## src/sv/nfc_reader_frame_checker_defines.svh

```systemverilog
// Assertion macros for the frame checker
`ifndef NFC_READER_FRAME_CHECKER_DEFINES_SVH
`define NFC_READER_FRAME_CHECKER_DEFINES_SVH

`ifndef SYNTHESIS

`define NFCFC_ASSERT(lbl, prop) \
	lbl: assert property (@(posedge clk) disable iff (!arst_n) prop) \
		else $error("frame checker assertion failed");

`define NFCFC_ASSERT_STEP(lbl, cond, prop) \
	lbl: assert property (@(posedge clk) disable iff (!arst_n) (cond) |=> (prop)) \
		else $error("frame checker step assertion failed");

`else

`define NFCFC_ASSERT(lbl, prop)

`define NFCFC_ASSERT_STEP(lbl, cond, prop)

`endif

`endif

```

## src/sv/nfcfc_pkg.sv

```systemverilog
package nfcfc_pkg;

	localparam logic [7:0] PREAMBLE_BYTE  = 8'h00;
	localparam logic [7:0] START_BYTE     = 8'hFF;
	localparam logic [7:0] POSTAMBLE_BYTE = 8'h00;
	localparam logic [7:0] TFI_RESET      = 8'hD5;

	typedef enum logic [3:0] {
		PH_PRE0  = 4'd0,
		PH_PRE1  = 4'd1,
		PH_START = 4'd2,
		PH_LEN   = 4'd3,
		PH_LCS   = 4'd4,
		PH_TFI   = 4'd5,
		PH_DATA  = 4'd6,
		PH_DCS   = 4'd7,
		PH_POST  = 4'd8,
		PH_SKIP  = 4'd9
	} phase_t;

	typedef enum logic [2:0] {
		ST_PAYLOAD   = 3'd0,
		ST_OK        = 3'd1,
		ST_BAD_START = 3'd2,
		ST_BAD_LCS   = 3'd3,
		ST_SHORT     = 3'd4,
		ST_BAD_TFI   = 3'd5,
		ST_BAD_POST  = 3'd6,
		ST_ZERO_LEN  = 3'd7
	} status_t;

	typedef struct packed {
		logic [7:0] rx_byte;
		logic       buffer_end;
	} rx_item_t;

	typedef struct packed {
		logic [7:0] payload_byte;
		logic       last_payload;
		logic [2:0] status;
	} res_item_t;

	typedef struct packed {
		logic      emit;
		res_item_t item;
	} step_t;

endpackage

```

## src/sv/nfcfc_core.sv

```systemverilog
`include "nfc_reader_frame_checker_defines.svh"

module nfcfc_core (
	input  logic                clk,
	input  logic                arst_n,
	input  logic                cfg_wr_en,
	input  logic [7:0]          cfg_wr_data,
	input  logic                fire,
	input  nfcfc_pkg::rx_item_t item_s1,
	output nfcfc_pkg::step_t    step
);
	import nfcfc_pkg::*;

	phase_t     phase_q, phase_d;
	logic [7:0] frame_length_q, frame_length_d;
	logic [7:0] bytes_left_q, bytes_left_d;
	logic [7:0] frame_id_q;
	logic       verdict;
	logic [7:0] b;

	assign b = item_s1.rx_byte;

	always_ff @(posedge clk or negedge arst_n) begin
		if (!arst_n) begin
			frame_id_q <= TFI_RESET;
		end else if (cfg_wr_en) begin
			frame_id_q <= cfg_wr_data;
		end
	end

	always_ff @(posedge clk or negedge arst_n) begin
		if (!arst_n) begin
			phase_q        <= PH_PRE0;
			frame_length_q <= 8'd0;
			bytes_left_q   <= 8'd0;
		end else if (fire) begin
			phase_q        <= phase_d;
			frame_length_q <= frame_length_d;
			bytes_left_q   <= bytes_left_d;
		end
	end

	always_comb begin
		phase_d                 = phase_q;
		frame_length_d          = frame_length_q;
		bytes_left_d            = bytes_left_q;
		verdict                 = 1'b0;
		step.emit               = 1'b0;
		step.item.payload_byte  = 8'd0;
		step.item.last_payload  = 1'b0;
		step.item.status        = ST_PAYLOAD;
		unique case (phase_q)
			PH_PRE0, PH_PRE1: begin
				if (b != PREAMBLE_BYTE) begin
					step.emit        = 1'b1;
					verdict          = 1'b1;
					step.item.status = ST_BAD_START;
				end else begin
					phase_d = (phase_q == PH_PRE0) ? PH_PRE1 : PH_START;
				end
			end
			PH_START: begin
				if (b != START_BYTE) begin
					step.emit        = 1'b1;
					verdict          = 1'b1;
					step.item.status = ST_BAD_START;
				end else begin
					phase_d = PH_LEN;
				end
			end
			PH_LEN: begin
				frame_length_d = b;
				phase_d        = PH_LCS;
			end
			PH_LCS: begin
				if (frame_length_q + b != 8'd0) begin
					step.emit        = 1'b1;
					verdict          = 1'b1;
					step.item.status = ST_BAD_LCS;
				end else if (frame_length_q == 8'd0) begin
					step.emit        = 1'b1;
					verdict          = 1'b1;
					step.item.status = ST_ZERO_LEN;
				end else begin
					phase_d = PH_TFI;
				end
			end
			PH_TFI: begin
				if (b != frame_id_q) begin
					step.emit        = 1'b1;
					verdict          = 1'b1;
					step.item.status = ST_BAD_TFI;
				end else begin
					bytes_left_d = frame_length_q - 8'd1;
					phase_d      = (frame_length_q != 8'd1) ? PH_DATA : PH_DCS;
				end
			end
			PH_DATA: begin
				step.emit              = 1'b1;
				step.item.payload_byte = b;
				step.item.last_payload = (bytes_left_q == 8'd1);
				bytes_left_d           = bytes_left_q - 8'd1;
				if (bytes_left_q == 8'd1) begin
					phase_d = PH_DCS;
				end
			end
			PH_DCS: begin
				phase_d = PH_POST;
			end
			PH_POST: begin
				step.emit        = 1'b1;
				verdict          = 1'b1;
				step.item.status = (b == POSTAMBLE_BYTE) ? ST_OK : ST_BAD_POST;
			end
			default: begin
				verdict = 1'b1;
			end
		endcase

		if (item_s1.buffer_end && !verdict) begin
			step.emit              = 1'b1;
			step.item.status       = ST_SHORT;
			step.item.payload_byte = 8'd0;
			step.item.last_payload = 1'b0;
		end

		if (item_s1.buffer_end) begin
			phase_d = PH_PRE0;
		end else if (verdict) begin
			phase_d = PH_SKIP;
		end
	end

	`NFCFC_ASSERT(a_data_has_count, (phase_q == PH_DATA) |-> (bytes_left_q != 8'd0))
	`NFCFC_ASSERT(a_payload_only_in_data,
		(step.emit && step.item.status == ST_PAYLOAD) |-> (phase_q == PH_DATA))
	`NFCFC_ASSERT_STEP(a_end_rearms, fire && item_s1.buffer_end, phase_q == PH_PRE0)

endmodule

```

## config.mk

```make
export PLATFORM = sky130hd
export DESIGN_NAME = nfcfc_core
export DESIGN_NICKNAME = d
export VERILOG_FILES = /design/src/sv/nfcfc_pkg.sv /design/src/sv/nfcfc_core.sv
export VERILOG_INCLUDE_DIRS = /design/src /design/src/sv
export SDC_FILE = /design/constraint.sdc
export NUM_CORES = 1
export LEC_CHECK = 0
export BUFFER_PORTS_ARGS = -buffer_cell sky130_fd_sc_hd__buf_2
export CAP_MARGIN = 20
export CORE_ASPECT_RATIO = 0.5
export CORE_UTILIZATION = 51
export CTS_BUF_LIST = sky130_fd_sc_hd__clkbuf_8 sky130_fd_sc_hd__clkbuf_16
export CTS_CLUSTER_SIZE = 30
export DETAILED_ROUTE_END_ITERATION = 8
export PLACE_DENSITY_LB_ADDON = 0.3
export SYNTH_ARGS = -nofsm -noshare
export SYNTH_HDL_FRONTEND = slang
export SYNTH_SLANG_ARGS = --single-unit
```

## constraint.sdc

```tcl
create_clock -name clk -period 4.5 [get_ports clk]
set_input_delay 1.35 -clock clk [delete_from_list [all_inputs] [get_ports clk]]
set_output_delay 1.35 -clock clk [all_outputs]
set_load 0.05 [all_outputs]
```

# Word-level counts from Yosys, hierarchy flattened
# Index checks and enable logic that the tools add are counted.
# Widths: inputs -> output; s select.
# word_totals
reg_bits,28
inputBits,21
output_inout_bits,13
word_cells,70
# op_classes
n_addsub,3
n_eq_ne,19
mux,29
reduce_logical,15
# ops
cell,n
$mux 4,8
$pmux 4 s7,1
$ne 4x4->1 const B,6
$eq 4x3->1 const B,4
$logic_not 8->1,2
$pmux 8 s2,1
$reduce_bool 8->1,2
$sub 8x1->8 const B,2
$pmux 3 s5,1
$mux 13,1
$mux 3,4
$pmux 1 s5,2
$mux 9,1
$reduce_bool 9->1,1
$add 8x8->8,1
$eq 4x2->1 const B,2
$eq 8x1->1 const B,1
$mux 8,1
$ne 8x1->1 const B,1
$ne 8x8->1,1
$ne 8x8->1 const B,1
$reduce_and 8->1,1
$mux 1,6
$mux 2,3
other kinds (11),12

# Depth between registers and ports, before layout
# logic_depth
ltp_word,7
ltp_mapped,8

# Worst setup path before layout
# No wires, ideal clock.
# synth_path
kind,input to output
start,input item_s1[1] (netlist bit)
end,output step[2] (netlist bit)
arrival_time_ps,3787
path_slack_ps,-637
cell_stages,8
n_path_buf,0
path_cell_list,ha_1 > fa_1 > a211oi_2 > o21ba_1 > o22ai_1 > or3_4 > o21a_1 > o211ai_1
# synth_rtl
element,line,source
from (decl),nfcfc_core.sv:9,"input nfcfc_pkg::rx_item_t item_s1,"
to (decl),nfcfc_core.sv:10,output nfcfc_pkg::step_t step

==> results.ini <==
[synth]
yosysWarnings=0
yosys.area_share.xor_xnor_pct=7.212
synth_cell_types=53
syn_nets=271
yosys-top-cells-area=dfrtp_1, ha_1, dfstp_2, xnor2_1, a21oi_1
syn-mean-instance-area_um2=9.184
yosysSeqAreaShare_pct=32.34
syn_area_um2=2186
yosys.area.top_type=dfrtp_1
synth-edff-count=0
synth_seq_cells=28
synth_mux_area_share_pct=8.128
synth_top_family_by_area=simple AND/OR/NAND/NOR gates
synth_cells=238
synthAdderAreaFrac_pct=7.212
yosys.area_share.simple_pct=24.50
synth_top_area_share_pct=26.33
synth_compound_area_share_pct=18.15
synth_top_flop_cell=dfrtp_1
ys_async_sr_fraction_pct=100.0

[cells_and_area]
regArea_um2=706.9
drive_above_1_share_pct=31.38
fin_nets=324
multi_input_area_um2=1476
area_growth_pct=23.07
final_common_cell=buf_2
diodes=0
most-common-layout-cells=buf_2, dfrtp_1, nand2_1
num-fill-cells=343

[routing]
drtIter0Drc=117
ant_nets=0
dr.pass1.iters=4
drc=0
detail_route.vias_per_cell=6.073
wl_mm=5.736
num_vias=2089
wl_per_cell_um=16.67

[placed_design]
dpl.hpwl_mm=4.347
io_buffers=33
place.gp.congestion=0.8368

[worst_setup_path]
startpoint=item_s1[1]
path_class=in -> out
r2r_start=frame_length_q[0]$_DFFE_PN0P_
r2r_cells=11
crit_fanout=4
cp-end-kind=output pin
cp.arrival_ns=3.46
r2r-end=phase_q[3]$_DFFE_PN0P_
ff2ff_setup_slack_ns=1.78
timing.critical_path.cells=buf_6, ha_4, fa_2, xor2_1, nor4_1, o21ai_1, or3_4, o31ai_4, buf_6, nand3_4, buf_6
cp.required_ns=3.15
max_stage_delay_ns=0.41
startpoint_type=input pin
crit_top_cell=buf_6
slowest_stage=fa_2

[min_path]
hold_path_depth=1
holdPathEnd=frame_id_q[1]$_DFFE_PN0P_
hold_path.class=reg -> reg
hp-start=frame_id_q[1]$_DFFE_PN0P_

[clocking]
ctsHoldBuffers=0
cts_max_level=1
numCtsBuffers=3
cts.sinks=28
clockBufferDepth=2
clock-root-buffer=clkbuf_8
cts_tree=done
clk_pin_slew_ns=0.10
worstSkewPairLatency_ns=0.29

[floorplanning]
rows=16
initial_core_util_pct=54.59
die_w_um=94.59
die_h_um=48.29
core_um2=4004
die_area_um2=4568
ios=34

[timing]
drv_slew=0
timing.hold.ws_ns=0.5349
period_share_pct=106.8
grt_setup_unrepaired=yes
worst_slew_pin_slew_ns=0.7341
clock_skew_ns=0.004341
setup-violations-final=4
fmax_mhz=208.1
setup_ws_ns=-0.3058
hold_viol=0
period_minus_slack_ns=4.806
relSlewSlack_pct=50.69
tns_ns=-1.162

[run]
max-cap-violations=0

[global_routing]
grt_pass1_wl_mm=8.921
first_global_vias=1879
grt_usage_pct=26.76
antenna_found_initial=0
grt_max_degree=29
overflow=0

[status]
status=finished, violations left
violations=negative setup slack

[power]
p_leak_nw=1.174
irDropWorstVdd_mv=0.1340
p_per_area_nw_per_um2=225.4

==> stage by stage <==
| stage | cells | util (%) | total power [W] | worst slack (ns) | area [µm²] |
|---|---|---|---|---|---|
| floorplan | 238 | - | 0.0003809 | -0.5279 | 2233 |
| global placement | 339 | 64.66 | 0.0004319 | -0.3794 | 2589 |
| detailed placement | 339 | 64.66 | 0.0004393 | -0.4175 | 2589 |
| CTS | 344 | 67.19 | 0.0006042 | -0.3038 | 2690 |
| global route | 344 | 67.19 | 0.0006319 | -0.3825 | 2690 |
| finish | 344 | 67.19 | 0.0006064 | -0.3058 | 2690 |
==> timing repair <==
item,4_1_cts,5_1_grt
gates resized for setup,13,0
pin swaps,2,1
setup endpoints to repair,5,4
buffers inserted,1,0
==> cell type report <==
cell class,instances,share of cell area (%)
multi-input cells,197,54.88
flip-flops and latches,28,26.28
repair buffers,54,13.30
well taps,54,2.512
clock buffers,4,2.047
inverters,7,0.9767
==> worst max-delay path by stage <==
stage                to  slack, ns  cells after the start
2_1_floorplan   step[2]      -0.53                      8
4_1_cts         step[2]      -0.30                     10
6_report       step[12]      -0.31                     11
3_5_place_dp   step[12]      -0.42                     11
5_1_grt        step[12]      -0.38                     11
3_3_place_gp   step[12]      -0.38                     11
==> kinds of logic after synthesis <==
logic type / after synthesis
AO/OA/AOI/OAI: 58
adder cells (fa/ha/maj): 12
AND/OR/NAND/NOR: 93
XOR/XNOR: 18
multiplexers: 16
buffers and inverters: 13
flip-flops: 28
==> flip-flops by register name, indices dropped and copies added, names as in the netlist <==
signal and cells:
bytes_left_q 8, frame_id_q 8, frame_length_q 8, phase_q 4
==> power by group <==
group | leakage [nW] | internal, W | switching, W | total (W)
registers | 0.344 | 0.000268 | 0.0000175 | 0.000285
clock network | 0.0288 | 0.0000787 | 0.0000863 | 0.000165
logic | 0.801 | 0.0000725 | 0.0000838 | 0.000156
==> critical path: cells and delay by family <==
| kind | cells | cell delay, ns |
|---|---|---|
| and+or+nand+nor | 3 | 0.64 |
| AOI/OAI and AO/OA | 2 | 0.30 |
| buffers and inverters | 3 | 0.43 |
| adders and majority gates | 2 | 0.57 |
| xor gates and xnor gates | 1 | 0.17 |
==> synth_stat cells (2+ instances only) <==
cell type  instances
dfrtp_1           23
nand2_1           23
a21oi_1           19
nor2_1            14
xnor2_1           14
ha_1              11
nand3_1           10
and2_1             9
mux2_2             8
o21ai_1            7
inv_1              6
mux2_1             6
nand4_1            6
dfstp_2            5
nor3b_1            5
a22o_1             4
buf_2              4
nor3_1             4
o21ai_0            4
o22ai_1            4
xor2_1             4
nand3b_1           3
nor2b_1            3
nor4_1             3
o211ai_1           3
a311oi_1           2
a31oi_1            2
a32o_1             2
and3_1             2
clkbuf_1           2
mux2i_1            2
nor3_2             2
nor4_2             2
==> per-layer routing <==
layer | vias to the layer above | global-route usage (%) | share of wire (%)
li1 | 984 | - | -
met2 | 61 | 45.80 | 47
met3 | 13 | 5.607 | 5.3
met1 | 1031 | 35.35 | 47
met4 | 0 | 8.788 | 1.4
met5 | - | 0 | 0
Power figures use the tool's default switching activity.
